File: src/rtl/pfp_pkg.sv
// ----------------------------------------------------------------------------
// pfp_pkg - shared types and constants of the PLL frequency programmer
// Field widths, arithmetic constants, register map and the write sequence.
// ----------------------------------------------------------------------------
`default_nettype none

package pfp_pkg;

    // field widths
    localparam int unsigned FREQ_W = 22;
    localparam int unsigned ADDR_W = 5;
    localparam int unsigned DATA_W = 24;
    localparam int unsigned WORD_W = 16;
    localparam int unsigned DIV_W  = 6;
    localparam int unsigned QUO_W  = 8;
    localparam int unsigned INT_W  = 6;
    localparam int unsigned FRAC_W = 24;
    localparam int unsigned REM_W  = 16;
    localparam int unsigned IDX_W  = 4;

    localparam int unsigned NUM_WRITES = 13;
    localparam logic [IDX_W-1:0] LAST_IDX = IDX_W'(NUM_WRITES - 1);

    // request range and divider selection
    localparam logic [FREQ_W-1:0] FREQ_MIN_KHZ  = 22'd25000;
    localparam logic [FREQ_W-1:0] FREQ_MAX_KHZ  = 22'd3000000;
    localparam logic [FREQ_W-1:0] FREQ_DIV1_KHZ = 22'd1500000;
    localparam logic [DIV_W-1:0]  DIV_ONE       = 6'd1;
    localparam logic [DIV_W-1:0]  DIV_MIN       = 6'd2;
    localparam logic [DIV_W-1:0]  DIV_MAX       = 6'd62;
    localparam logic [QUO_W-1:0]  QUO_LOW       = 8'd3;

    // divider control word
    localparam logic [WORD_W-1:0] DIVWORD_BASE   = 16'h6010;
    localparam logic [WORD_W-1:0] DIVWORD_LOWDIV = 16'h8000;
    localparam int unsigned       DIVWORD_SHIFT  = 7;

    // phase detector rate in kHz (50 MHz)
    localparam logic [REM_W-1:0] PFD_KHZ = 16'd50000;

    // exact reciprocal constants: floor(x/D) = (x*M) >> S over the used range
    localparam logic [22:0] INT_RECIP = 23'd5497559;   // 1/50000, S = 38
    localparam int unsigned INT_SHIFT = 38;
    localparam logic [16:0] R25_RECIP = 17'd83887;     // 1/25, S = 21
    localparam int unsigned R25_SHIFT = 21;
    localparam logic [16:0] R250_RECIP = 17'd67109;    // 1/250, S = 24
    localparam int unsigned R250_SHIFT = 24;
    localparam logic [17:0] R7_RECIP  = 18'd214749;    // 1/10000, S = 31
    localparam int unsigned R7_SHIFT  = 31;
    localparam logic [8:0]  FRAC_LINEAR = 9'd335;      // 300 + 30 + 5

    // PLL register map
    localparam logic [ADDR_W-1:0] REG_RESET       = 5'h00;
    localparam logic [ADDR_W-1:0] REG_REF_DIV     = 5'h01;
    localparam logic [ADDR_W-1:0] REG_POWER       = 5'h02;
    localparam logic [ADDR_W-1:0] REG_INT         = 5'h03;
    localparam logic [ADDR_W-1:0] REG_FRAC        = 5'h04;
    localparam logic [ADDR_W-1:0] REG_VCO_SPI     = 5'h05;
    localparam logic [ADDR_W-1:0] REG_SD_CFG      = 5'h06;
    localparam logic [ADDR_W-1:0] REG_LOCK_DET    = 5'h07;
    localparam logic [ADDR_W-1:0] REG_CHARGE_PUMP = 5'h09;
    localparam logic [ADDR_W-1:0] REG_VCO_CAL     = 5'h0A;
    localparam logic [ADDR_W-1:0] REG_GPO         = 5'h0F;

    // fixed register contents
    localparam logic [DATA_W-1:0] DATA_RESET       = 24'h000020;
    localparam logic [DATA_W-1:0] DATA_REF_DIV     = 24'h000002;
    localparam logic [DATA_W-1:0] DATA_POWER       = 24'h000002;
    localparam logic [DATA_W-1:0] DATA_VCO_TUNE    = 24'h002898;
    localparam logic [DATA_W-1:0] DATA_VCO_CLEAR   = 24'h000000;
    localparam logic [DATA_W-1:0] DATA_SD_CFG      = 24'h200B4A;
    localparam logic [DATA_W-1:0] DATA_LOCK_DET    = 24'h000CCD;
    localparam logic [DATA_W-1:0] DATA_CHARGE_PUMP = 24'h543FFF;
    localparam logic [DATA_W-1:0] DATA_VCO_CAL     = 24'h002046;
    localparam logic [DATA_W-1:0] DATA_GPO         = 24'h000081;

    // one computed programming job
    typedef struct packed {
        logic [WORD_W-1:0] div_word;
        logic [INT_W-1:0]  int_part;
        logic [FRAC_W-1:0] frac;
    } t_job;

    typedef enum logic [2:0] {
        FS_IDLE,
        FS_DIV,
        FS_MUL,
        FS_INT,
        FS_REM,
        FS_FRAC,
        FS_SUM,
        FS_PUSH
    } t_front_state;

    function automatic logic [ADDR_W-1:0] wr_addr(input logic [IDX_W-1:0] idx);
        logic [ADDR_W-1:0] a;
        case (idx)
            4'd0:    a = REG_RESET;
            4'd1:    a = REG_REF_DIV;
            4'd2:    a = REG_POWER;
            4'd3:    a = REG_VCO_SPI;
            4'd4:    a = REG_VCO_SPI;
            4'd5:    a = REG_VCO_SPI;
            4'd6:    a = REG_SD_CFG;
            4'd7:    a = REG_LOCK_DET;
            4'd8:    a = REG_CHARGE_PUMP;
            4'd9:    a = REG_VCO_CAL;
            4'd10:   a = REG_GPO;
            4'd11:   a = REG_INT;
            4'd12:   a = REG_FRAC;
            default: a = REG_RESET;
        endcase
        return a;
    endfunction

    function automatic logic [DATA_W-1:0] wr_data(input logic [IDX_W-1:0] idx,
                                                  input t_job job);
        logic [DATA_W-1:0] d;
        case (idx)
            4'd0:    d = DATA_RESET;
            4'd1:    d = DATA_REF_DIV;
            4'd2:    d = DATA_POWER;
            4'd3:    d = DATA_W'(job.div_word);
            4'd4:    d = DATA_VCO_TUNE;
            4'd5:    d = DATA_VCO_CLEAR;
            4'd6:    d = DATA_SD_CFG;
            4'd7:    d = DATA_LOCK_DET;
            4'd8:    d = DATA_CHARGE_PUMP;
            4'd9:    d = DATA_VCO_CAL;
            4'd10:   d = DATA_GPO;
            4'd11:   d = DATA_W'(job.int_part);
            4'd12:   d = job.frac;
            default: d = DATA_RESET;
        endcase
        return d;
    endfunction

endpackage

`default_nettype wire

File: src/rtl/pll_frequency_programmer_core.sv
// ----------------------------------------------------------------------------
// pll_frequency_programmer_core - fractional-N PLL frequency programmer
// Turns a requested output frequency into the thirteen register writes that
// program the synthesizer: divider word, integer part and 24-bit fraction.
// ----------------------------------------------------------------------------
//
//   channel   direction  handshake                  word
//   --------  ---------  -------------------------  -------------------------
//   request   in         i_in_valid / o_in_ready    i_freq_khz
//   write     out        o_out_valid / i_out_ready  o_reg_address, o_reg_data,
//                                                   o_last
//
// Each request yields thirteen write words, one per cycle while the sink
// takes them. The arithmetic front works through a request in four divider
// steps of two quotient bits each, then six arithmetic and hand-off steps,
// so it runs ahead and parks finished jobs in a two-entry queue. A job
// reaches the sink through the front states, the queue and the registered
// output stage, where its first write word becomes valid.
// Synchronous active-low reset empties the queue and output stage; a stalled
// sink holds the current word and back-pressures the front through the queue.
//
`default_nettype none

module pll_frequency_programmer_core import pfp_pkg::*; (
    input  logic              i_clk,
    input  logic              i_rst_n,
    input  logic              i_in_valid,
    output logic              o_in_ready,
    input  logic [FREQ_W-1:0] i_freq_khz,
    output logic              o_out_valid,
    input  logic              i_out_ready,
    output logic [ADDR_W-1:0] o_reg_address,
    output logic [DATA_W-1:0] o_reg_data,
    output logic              o_last
);

    // front to queue
    logic w_push_valid, w_push_ready;
    t_job w_push_job;

    // queue to sequencer
    logic w_pop_valid, w_pop_ready;
    t_job w_pop_job;

    // clamp, divide and build divider word, integer and fraction
    pfp_front u_front (
        .i_clk       (i_clk),
        .i_rst_n     (i_rst_n),
        .i_in_valid  (i_in_valid),
        .o_in_ready  (o_in_ready),
        .i_freq_khz  (i_freq_khz),
        .o_job_valid (w_push_valid),
        .i_job_ready (w_push_ready),
        .o_job       (w_push_job)
    );

    // hold finished jobs so the front can start the next request
    pfp_fifo u_fifo (
        .i_clk        (i_clk),
        .i_rst_n      (i_rst_n),
        .i_push_valid (w_push_valid),
        .o_push_ready (w_push_ready),
        .i_push_data  (w_push_job),
        .o_pop_valid  (w_pop_valid),
        .i_pop_ready  (w_pop_ready),
        .o_pop_data   (w_pop_job)
    );

    // emit the fixed write order; drop the job after its last word
    pfp_back u_back (
        .i_clk         (i_clk),
        .i_rst_n       (i_rst_n),
        .i_job_valid   (w_pop_valid),
        .o_job_ready   (w_pop_ready),
        .i_job         (w_pop_job),
        .o_out_valid   (o_out_valid),
        .i_out_ready   (i_out_ready),
        .o_reg_address (o_reg_address),
        .o_reg_data    (o_reg_data),
        .o_last        (o_last)
    );

endmodule

`default_nettype wire

File: src/rtl/pfp_front.sv
// ----------------------------------------------------------------------------
// pfp_front - request intake and frequency word arithmetic
// Clamps the request, divides 3000000 by it two quotient bits a cycle, then
// steps through the product, integer split and fraction terms.
// ----------------------------------------------------------------------------
`default_nettype none

module pfp_front import pfp_pkg::*; (
    input  logic              i_clk,
    input  logic              i_rst_n,
    input  logic              i_in_valid,
    output logic              o_in_ready,
    input  logic [FREQ_W-1:0] i_freq_khz,
    output logic              o_job_valid,
    input  logic              i_job_ready,
    output t_job              o_job
);

    t_front_state r_state, n_state;

    logic [FREQ_W-1:0] r_f;
    logic [FREQ_W-1:0] r_rem;
    logic [27:0]       r_dsr;
    logic [1:0]        r_step;
    logic [QUO_W-1:0]  r_q;
    logic [WORD_W-1:0] r_word;
    logic [FREQ_W-1:0] r_p;
    logic [INT_W-1:0]  r_int;
    logic [REM_W-1:0]  r_r;
    logic [FRAC_W-1:0] r_base;
    logic [10:0]       r_t5;
    logic [7:0]        r_t6;
    logic [3:0]        r_t7;
    logic [FRAC_W-1:0] r_frac;

    logic [FREQ_W-1:0] w_fclamp;
    logic [28:0]       w_r0, w_r1, w_r2, w_dhi, w_dlo;
    logic              w_bhi, w_blo;
    logic [DIV_W-1:0]  w_div;
    logic [WORD_W-1:0] w_word;
    logic [27:0]       w_pmul;
    logic [44:0]       w_imul;
    logic [FREQ_W-1:0] w_back;
    logic [32:0]       w_m5, w_m6;
    logic [17:0]       w_x3;
    logic [35:0]       w_m7;
    logic [FRAC_W-1:0] w_lin;

    // clamp to the supported range
    assign w_fclamp = (i_freq_khz > FREQ_MAX_KHZ) ? FREQ_MAX_KHZ :
                      (i_freq_khz < FREQ_MIN_KHZ) ? FREQ_MIN_KHZ : i_freq_khz;

    // two restoring steps per cycle
    assign w_r0  = 29'(r_rem);
    assign w_dhi = {r_dsr, 1'b0};
    assign w_dlo = {1'b0, r_dsr};
    assign w_bhi = (w_r0 >= w_dhi);
    assign w_r1  = w_bhi ? (w_r0 - w_dhi) : w_r0;
    assign w_blo = (w_r1 >= w_dlo);
    assign w_r2  = w_blo ? (w_r1 - w_dlo) : w_r1;

    // output divider and control word
    always_comb begin
        if (r_f > FREQ_DIV1_KHZ) begin
            w_div = DIV_ONE;
        end else if (r_q < QUO_LOW) begin
            w_div = DIV_MIN;
        end else if (r_q > QUO_W'(DIV_MAX)) begin
            w_div = DIV_MAX;
        end else begin
            w_div = {r_q[DIV_W-1:1], 1'b0};
        end
    end

    assign w_word = DIVWORD_BASE | (WORD_W'(w_div) << DIVWORD_SHIFT)
                  | ((w_div < 6'd3) ? DIVWORD_LOWDIV : '0);
    assign w_pmul = 28'(r_f) * 28'(w_div);

    // integer part and remainder in kHz
    assign w_imul = 45'(r_p) * 45'(INT_RECIP);
    assign w_back = FREQ_W'(r_int) * FREQ_W'(PFD_KHZ);

    // fraction terms that truncate
    assign w_m5  = 33'(r_r) * 33'(R25_RECIP);
    assign w_m6  = 33'(r_r) * 33'(R250_RECIP);
    assign w_x3  = 18'(r_r) + {1'b0, r_r, 1'b0};
    assign w_m7  = 36'(w_x3) * 36'(R7_RECIP);
    assign w_lin = FRAC_W'(r_r) * FRAC_W'(FRAC_LINEAR);

    // next state
    always_comb begin
        n_state = r_state;
        case (r_state)
            FS_IDLE: begin
                if (i_in_valid) n_state = FS_DIV;
            end
            FS_DIV: begin
                if (r_step == 2'd0) n_state = FS_MUL;
            end
            FS_MUL:  n_state = FS_INT;
            FS_INT:  n_state = FS_REM;
            FS_REM:  n_state = FS_FRAC;
            FS_FRAC: n_state = FS_SUM;
            FS_SUM:  n_state = FS_PUSH;
            FS_PUSH: begin
                if (i_job_ready) n_state = FS_IDLE;
            end
            default: n_state = FS_IDLE;
        endcase
    end

    // outputs
    always_comb begin
        o_in_ready  = 1'b0;
        o_job_valid = 1'b0;
        case (r_state)
            FS_IDLE: o_in_ready  = 1'b1;
            FS_PUSH: o_job_valid = 1'b1;
            default: begin
                o_in_ready  = 1'b0;
                o_job_valid = 1'b0;
            end
        endcase
    end

    assign o_job.div_word = r_word;
    assign o_job.int_part = r_int;
    assign o_job.frac     = r_frac;

    always_ff @(posedge i_clk) begin
        if (!i_rst_n) begin
            r_state <= FS_IDLE;
        end else begin
            r_state <= n_state;
        end
    end

    always_ff @(posedge i_clk) begin
        case (r_state)
            FS_IDLE: begin
                r_f    <= w_fclamp;
                r_rem  <= FREQ_MAX_KHZ;
                r_dsr  <= {w_fclamp, 6'b0};
                r_step <= 2'd3;
                r_q    <= '0;
            end
            FS_DIV: begin
                r_rem  <= w_r2[FREQ_W-1:0];
                r_dsr  <= r_dsr >> 2;
                r_step <= r_step - 2'd1;
                r_q    <= {r_q[QUO_W-3:0], w_bhi, w_blo};
            end
            FS_MUL: begin
                r_word <= w_word;
                r_p    <= w_pmul[FREQ_W-1:0];
            end
            FS_INT: begin
                r_int <= w_imul[INT_SHIFT +: INT_W];
            end
            FS_REM: begin
                r_r <= REM_W'(r_p - w_back);
            end
            FS_FRAC: begin
                r_base <= w_lin;
                r_t5   <= w_m5[R25_SHIFT +: 11];
                r_t6   <= w_m6[R250_SHIFT +: 8];
                r_t7   <= w_m7[R7_SHIFT +: 4];
            end
            FS_SUM: begin
                r_frac <= r_base + FRAC_W'(r_r >> 1) + FRAC_W'(r_t5)
                        + FRAC_W'(r_t6) + FRAC_W'(r_t7);
            end
            default: begin
                r_frac <= r_frac;
            end
        endcase
    end

endmodule

`default_nettype wire

File: src/rtl/pfp_fifo.sv
// ----------------------------------------------------------------------------
// pfp_fifo - two-entry job queue
// Decouples the arithmetic front from the register write sequencer.
// ----------------------------------------------------------------------------
`default_nettype none

module pfp_fifo import pfp_pkg::*; (
    input  logic i_clk,
    input  logic i_rst_n,
    input  logic i_push_valid,
    output logic o_push_ready,
    input  t_job i_push_data,
    output logic o_pop_valid,
    input  logic i_pop_ready,
    output t_job o_pop_data
);

    t_job       r_mem [2];
    logic       r_wptr, r_rptr;
    logic [1:0] r_count;
    logic       w_push, w_pop;

    assign o_push_ready = (r_count != 2'd2);
    assign o_pop_valid  = (r_count != 2'd0);
    assign o_pop_data   = r_mem[r_rptr];
    assign w_push       = i_push_valid && o_push_ready;
    assign w_pop        = o_pop_valid && i_pop_ready;

    always_ff @(posedge i_clk) begin
        if (!i_rst_n) begin
            r_wptr  <= 1'b0;
            r_rptr  <= 1'b0;
            r_count <= 2'd0;
        end else begin
            if (w_push) r_wptr <= ~r_wptr;
            if (w_pop)  r_rptr <= ~r_rptr;
            case ({w_push, w_pop})
                2'b10:   r_count <= r_count + 2'd1;
                2'b01:   r_count <= r_count - 2'd1;
                default: r_count <= r_count;
            endcase
        end
    end

    always_ff @(posedge i_clk) begin
        if (w_push) r_mem[r_wptr] <= i_push_data;
    end

endmodule

`default_nettype wire

File: src/rtl/pfp_back.sv
// ----------------------------------------------------------------------------
// pfp_back - register write sequencer
// Walks one job through the thirteen writes into a registered output stage.
// ----------------------------------------------------------------------------
`default_nettype none

module pfp_back import pfp_pkg::*; (
    input  logic              i_clk,
    input  logic              i_rst_n,
    input  logic              i_job_valid,
    output logic              o_job_ready,
    input  t_job              i_job,
    output logic              o_out_valid,
    input  logic              i_out_ready,
    output logic [ADDR_W-1:0] o_reg_address,
    output logic [DATA_W-1:0] o_reg_data,
    output logic              o_last
);

    logic              r_valid;
    logic [IDX_W-1:0]  r_idx;
    logic [ADDR_W-1:0] r_addr;
    logic [DATA_W-1:0] r_data;
    logic              r_last;
    logic              w_load, w_at_last;

    // output stage is free when empty or being taken
    assign w_load      = !r_valid || i_out_ready;
    assign w_at_last   = (r_idx == LAST_IDX);
    assign o_job_ready = w_load && i_job_valid && w_at_last;

    assign o_out_valid   = r_valid;
    assign o_reg_address = r_addr;
    assign o_reg_data    = r_data;
    assign o_last        = r_last;

    always_ff @(posedge i_clk) begin
        if (!i_rst_n) begin
            r_valid <= 1'b0;
            r_idx   <= '0;
        end else if (w_load) begin
            r_valid <= i_job_valid;
            if (i_job_valid) begin
                r_idx <= w_at_last ? '0 : r_idx + 4'd1;
            end
        end
    end

    always_ff @(posedge i_clk) begin
        if (w_load && i_job_valid) begin
            r_addr <= wr_addr(r_idx);
            r_data <= wr_data(r_idx, i_job);
            r_last <= w_at_last;
        end
    end

endmodule

`default_nettype wire

File: config.mk
export PLATFORM = sky130hd
export DESIGN_NAME = pll_frequency_programmer_core
export DESIGN_NICKNAME = d
export VERILOG_FILES = /design/src/rtl/pfp_pkg.sv /design/src/rtl/pll_frequency_programmer_core.sv /design/src/rtl/pfp_front.sv /design/src/rtl/pfp_fifo.sv /design/src/rtl/pfp_back.sv
export SDC_FILE = /design/constraint.sdc
export NUM_CORES = 2
export LEC_CHECK = 0
export ABC_AREA = 1
export BUFFER_PORTS_ARGS = -buffer_cell sky130_fd_sc_hd__buf_4
export CAP_MARGIN = 20
export CORE_ASPECT_RATIO = 1.75
export CORE_MARGIN = 5
export CORE_UTILIZATION = 60
export CTS_CLUSTER_SIZE = 28
export DETAILED_ROUTE_END_ITERATION = 16
export GPL_ROUTABILITY_DRIVEN = 0
export PLACE_DENSITY_LB_ADDON = 0.08
export REMOVE_ABC_BUFFERS = 1
export SYNTH_ARGS = -nofsm -noshare
export SYNTH_HDL_FRONTEND = slang
export SYNTH_SLANG_ARGS = --single-unit
File: constraint.sdc
create_clock -name i_clk -period 11.5 [get_ports i_clk]
set_input_delay 2.3 -clock i_clk [delete_from_list [all_inputs] [get_ports i_clk]]
set_output_delay 2.3 -clock i_clk [all_outputs]
set_load 0.005 [all_outputs]
# == Yosys cells after proc, flatten, opt, wreduce, memory -nomap -nowiden ==
# Memories as Yosys holds them, arrays and structs flattened. A register that Yosys moved wholly into a read port is not among the register bits.
# Index checks and enable logic that the tools add are counted.
# word_totals
word_cells,119
romBits,64
in_bits,26
reg_bits,255
mem_bits_rw,92
mem_count,2
out_inout_bits,32
# memory_table
memory,depth,width,read_ports,rd_ports_with_merged_regs,wr,line,text
u_fifo.r_mem,2,46,1,1,1,pfp_fifo.sv:18,t_job r_mem [2];
(no name shown),16,4,1,1,0,pfp_pkg.sv:97,case (idx)
# classes
n_addsub,12
n_mul,7
magnitude_cmp,8
reduce_logical,14
eq_ne,25
n_bitwise,3
n_mux,25
# ops
operator,count
$pmux 24 s11,1
$mux 22,3
$mul 16x17->32 const B,2
$pmux 28 s2,1
$mul 22x23->44 const B,1
$pmux 22 s2,1
$mul 18x18->35 const B,1
$ge 22x29->1,1
$ge 29x28->1,1
$mux 29,1
$sub 22x29->29,1
$add 24x11->24,1
$add 24x15->24,1
$add 24x4->24,1
$add 24x8->24,1
$mul 16x9->24 const B,1
$pmux 3 s8,1
$gt 22x21->1 const B,1
$gt 22x22->1 const B,1
$lt 22x15->1 const B,1
$mul 22x6->22,1
$sub 22x22->22,1
$eq 4x4->1 const B,5
$add 16x17->18,1
other kinds (36),63

# == Longest topological paths before layout ==
# depth
ltp_word,7
mapped_depth,39
mapped_depth_nobuf,39

# == Modules after synthesis ==
# A second synthesis with hierarchy kept.
# hier_totals
hier_cells,4965
hier_area_um2,47619.4
# modules_own_cells
mod,cells_per_inst,seq_area_each_um2,area_per_inst_um2,n_inst
pfp_front,4597,6185.9,42076.6,1
pfp_fifo,179,2862.7,3759.9,1
pfp_back,189,970.9,1783.0,1

# == Worst setup path before layout ==
# Ideal clock, no wire load.
# synth_path
kind,register to register
startpoint,register u_front.r_r[0]
endpoint,register u_front.r_t7[3] (data pin)
period_less_slack_ns,7.568
path_buffers,0
arrival_ns,7.308
required_ns,11.240
setup_ns,0.260
slack_ns,3.932
stages_incl_launch_ff,38
path_cell_list,edfxtp_1 > ha_1 > inv_1 > fa_1 > o21ai_2 > nand2_1 > o211ai_2 > nand2_2 > nand2_1 > nand2_2 > nand2_4 > nand2_4 > nand2_4 > nand3_1 > nand2_1 > xor2_1 > ha_1 > fa_1 > [2 not listed] > inv_1 > fa_1 > fa_1 > inv_1 > fa_1 > inv_1 > ha_1 > nand2_1 > nor2_1 > inv_1 > nor2_1 > nor2_1 > nor2_1 > o21ai_0 > a21oi_1 > a211oi_1 > nand2_1 > xnor2_1
# synth_via
elab_chain_cells,2
# synth_lines
element,line,text
"start, declared",pfp_front.sv:29,logic [REM_W-1:0] r_r;
"start signal, assigned",pfp_front.sv:161,r_r <= REM_W'(r_p - w_back);
$add 16x17->18,pfp_front.sv:86,"assign w_x3 = 18'(r_r) + {1'b0, r_r, 1'b0};"
$mul 18x18->35,pfp_front.sv:87,assign w_m7 = 36'(w_x3) * 36'(R7_RECIP);
net u_front.w_m7[34],pfp_front.sv:46,logic [35:0] w_m7;
"end signal, assigned",pfp_front.sv:167,r_t7 <= w_m7[R7_SHIFT +: 4];
"end, declared",pfp_front.sv:33,logic [3:0] r_t7;
# The timed path passes the listed nets, and every way through them passes these cells.
# A chain may end at the register's enable or synchronous reset.

# == Worst setup path after layout ==
# layout_path
startpoint,register u_front.r_r[5]
endpoint,register u_front.r_t7[3] (data pin)
# The elaborated chain is that of the path after synthesis.

==> impl_results.md <==
- Slew @ Worst Pin: 1.035 ns
- Final core utilization: 0.6416
- Average via count per standard cell: 5.624
- Worst R2R Path Depth: 36
- Portion of netlist area occupied by mux cells: 0.0004273
- Count of hold buffers inserted by post-cts repair: 0
- Clock tree root driver cell: sky130_fd_sc_hd__clkbuf_16
- Fraction of layout cells with a size suffix above 1: 0.04797
- Worst clock skew: 0.04754 ns
- Via total after detailed routing: between 30000 and 40000
- PnR worst setup slack: 3.147 ns
- Critical Path Most Common Cell: sky130_fd_sc_hd__inv_1
- Cell taking the most area after synthesis: sky130_fd_sc_hd__fa_1
- Antenna violations before repair: 0
- Die Span Y: 379.6 um
- Sum of buffers and inverters on the critical path: 7
- Sum of negative setup slack: 0 ns
- Endpoint of the worst-slack reg-to-reg timing path: u_front.r_t7[3]$_DFFE_PP_
- Later-pin clock latency in the skew report: around 0.6 ns
- DRC errors left: 0
- Area of the die: about 0.084 mm^2
- Number of synthesized register bits: between 300 and 400
- Critical register-to-register path startpoint: u_front.r_r[5]$_DFFE_PP_
- Number of nets in the layout: 6491
- Count of boundary I/O pins: 58
- Gate Count Post-Synth: 4963
- Achievable Freq: 119.7 MHz
- TritonCTS clock tree: done
- Final hold violation count: 0
- Post-synthesis instance area: 0.04685 mm^2
- Largest net degree at the start of global routing: 61
- Slowest Stage Delay on Critical Path: between 0.8 and 0.9 ns
- Core Box Area: between 0.07 and 0.08 mm^2
- Setup slack on the worst flop-to-flop path: 3.15 ns
- H-tree depth: 2
- Detailed Route Iter0 Violations: 1735
- Global-route wire length before repair: 202300 um
- Crit-path max FO: 12
- Total wirelength of the detailed-routed design: 129400 um
- Buffers inserted by post-CTS timing repair: 0
- Clk sinks: 320
- XOR/XNOR share of the synthesized area: 0.03464
- Outcome: finished clean
- Mean Syn Cell Area: between 9 and 10 um^2
- Maximum root-to-sink buffer count: 3
- Cell depth of the worst min-delay path: 0
- Syn. warnings: 0
- Number of rows created at floorplan: roughly 140
- Arrival time reported for the critical path endpoint: 8.70 ns
- Library cell with the highest instance count after synthesis: sky130_fd_sc_hd__inv_1
- Total CTS buffers: 34
- Critical setup path kind: reg2reg
- First-pass iteration count of the detailed router: 5
- Number of enable flip-flop cells after synthesis: 307
- Fraction of registers with async set/reset: 0
- Final period demand of the worst path: 8.353 ns
- Post-DP HPWL: 110000 um
- Via count of the first global-routing pass: 37887
- Hold Crit Class: reg2reg
- Flip-flop cell with the highest count after synthesis: sky130_fd_sc_hd__edfxtp_1
- Critical Path Slowest Stage Cell: sky130_fd_sc_hd__edfxtp_1
- RSZ-0062 raised after global routing: false
- Number of violations of the max-capacitance limit: 0
- Remaining antenna violation count: 0
- Instance area after placement: 0.04854 mm^2
- Most common library cells after synthesis: sky130_fd_sc_hd__inv_1, sky130_fd_sc_hd__ha_1, sky130_fd_sc_hd__nand2_1
- Aggregate global-route resource usage: 0.3116
- Global-route congestion overflow total: 0
- Startpoint of the tightest hold check path: u_front.r_frac[12]$_DFFE_PP_
- Final routed wire length divided by cell count: 21.24 um
- Finish-stage setup viols: 0
- Number of pins with negative max-slew slack in the final report: 0
- Family of cells with the greatest summed delay on the critical path: adder cells
- IO buf count: between 50 and 60
- Horizontal die dimension: approximately 220 um
- Data required, critical path: ~12 ns
- Hold worst-path end: u_fifo.r_mem[1][12]$_DFFE_PP_
- Resize count post-CTS: 0
- Adder-cell area share of the yosys netlist: 0.4785
- Number of different library cells in the post-synthesis netlist: 71
- Simple-gate share of the synthesized area: 0.1088
- Clock-pin transition on the worst setup and hold timing paths: 0.06 ns
- Endpoint class of the critical path: flop
- Top-area cell type share of the netlist area: 0.2611
- Starting density of the core: 0.6042
- Crit. Startpoint: u_front.r_r[5]$_DFFE_PP_
- Final standard cell area without fillers: slightly below 0.05 mm^2
- Place WS: 3.217 ns
- Total inserted antenna cells: 0
- Startpoint types: flop
- Dominant combinational cell family by area after synthesis: adder cells
- Area fraction in compound gates after synthesis: 0.07326
- Portion of the post-synthesis area used by sequential elements: 0.2023
- Top cells by area, synth: sky130_fd_sc_hd__fa_1, sky130_fd_sc_hd__ha_1, sky130_fd_sc_hd__edfxtp_1
- Final worst-path cycle share: 0.7264
- Relative max-transition margin: 0.3092
- Area overhead of the layout relative to synthesis: 6.186%
[layout by cell type, fill, tap and decap left out, drive strengths merged, types with 46 or more instances in the layout]
cell,netlist,layout
ha,814,814
o21ai,190,190
nor3,46,46
nor2,237,237
edfxtp,307,307
nand3,129,129
nand2,691,691
xor2,116,116
inv,1198,1199
fa,611,611
a21oi,302,302
buf,24,83
xnor2,62,62
[layout make-up]
cell class	count	area [um^2]
Clock inverter	20	236.5
Timing Repair Buffer	83	663.1
Sequential cell	320	9479
Inverter	1204	4527
Fill cell	6563	27790
Clock buffer	42	910.9
Tap cell	1027	1285
Multi-Input combinational cell	3397	32640
[routing by layer]
layer  wire [um]  GRT usage  vias up
met5           0          0        -
met2       70590     0.6025      957
li1            -          -    16004
met4       13790     0.2582        0
met1       40150     0.2837    16758
met3        4857    0.03683      545
[worst max path at each step]
stage,end,slack (ns),depth (start not counted)
after floorplan,u_front.r_t7[3]$_DFFE_PP_,3.93,37
after global placement,u_front.r_t7[3]$_DFFE_PP_,3.37,36
after detailed placement,u_front.r_t7[3]$_DFFE_PP_,3.22,36
after CTS,u_front.r_t7[3]$_DFFE_PP_,3.20,36
after global routing,u_front.r_t7[3]$_DFFE_PP_,2.62,36
final,u_front.r_t7[3]$_DFFE_PP_,3.15,36
[per-stage QoR]
stage / cells / hold slack, ns
finish: 6093 / 0.4259
global route: 6093 / 0.4321
CTS: 6091 / 0.4135
detailed placement: 6029 / 0.4304
global placement: 6029 / 0.4244
floorplan: 4921 / 0.4215
[registers in the layout, indices dropped and copies added (netlist names), 2 cells and up, named ones only]
signal and count:
u_front.r_frac 24, u_front.r_t5 11, u_back.r_idx 4, u_front.r_word 7, u_front.r_r 16, u_front.r_state 3, u_back.o_reg_address 4, u_front.r_step 2
u_fifo.r_mem 74, u_front.r_f 22, u_front.r_t7 4, u_front.r_t6 8, u_front.r_p 22, u_front.r_rem 22, u_fifo.r_count 2, u_front.r_dsr 28
u_front.r_base 24, u_back.o_reg_data 24, u_front.r_int 6, u_front.r_q 8
[logic make-up after synthesis]
kind of cell / Yosys count
buffers and inverters: 1246
adder cells (fa/ha/maj): 1425
multiplexers: 2
other: 1
AO/OA/AOI/OAI: 605
flip-flops: 320
AND/OR/NAND/NOR: 1186
XOR/XNOR: 178
[worst register-to-register path, delay by kind of cell, from the launching register on]
family / cells / cell delay [ns]
AND/OR/NAND/NOR: 14 / 1.24
flip-flops: 1 / 0.85
adder cells (fa/ha/maj): 8 / 3.79
AO/OA/AOI/OAI: 5 / 0.78
XOR/XNOR: 2 / 0.61
buffers and inverters: 7 / 0.86
Power is not shown: default switching activity piles up to over one toggle a cycle in this logic, so the estimate is an artifact.
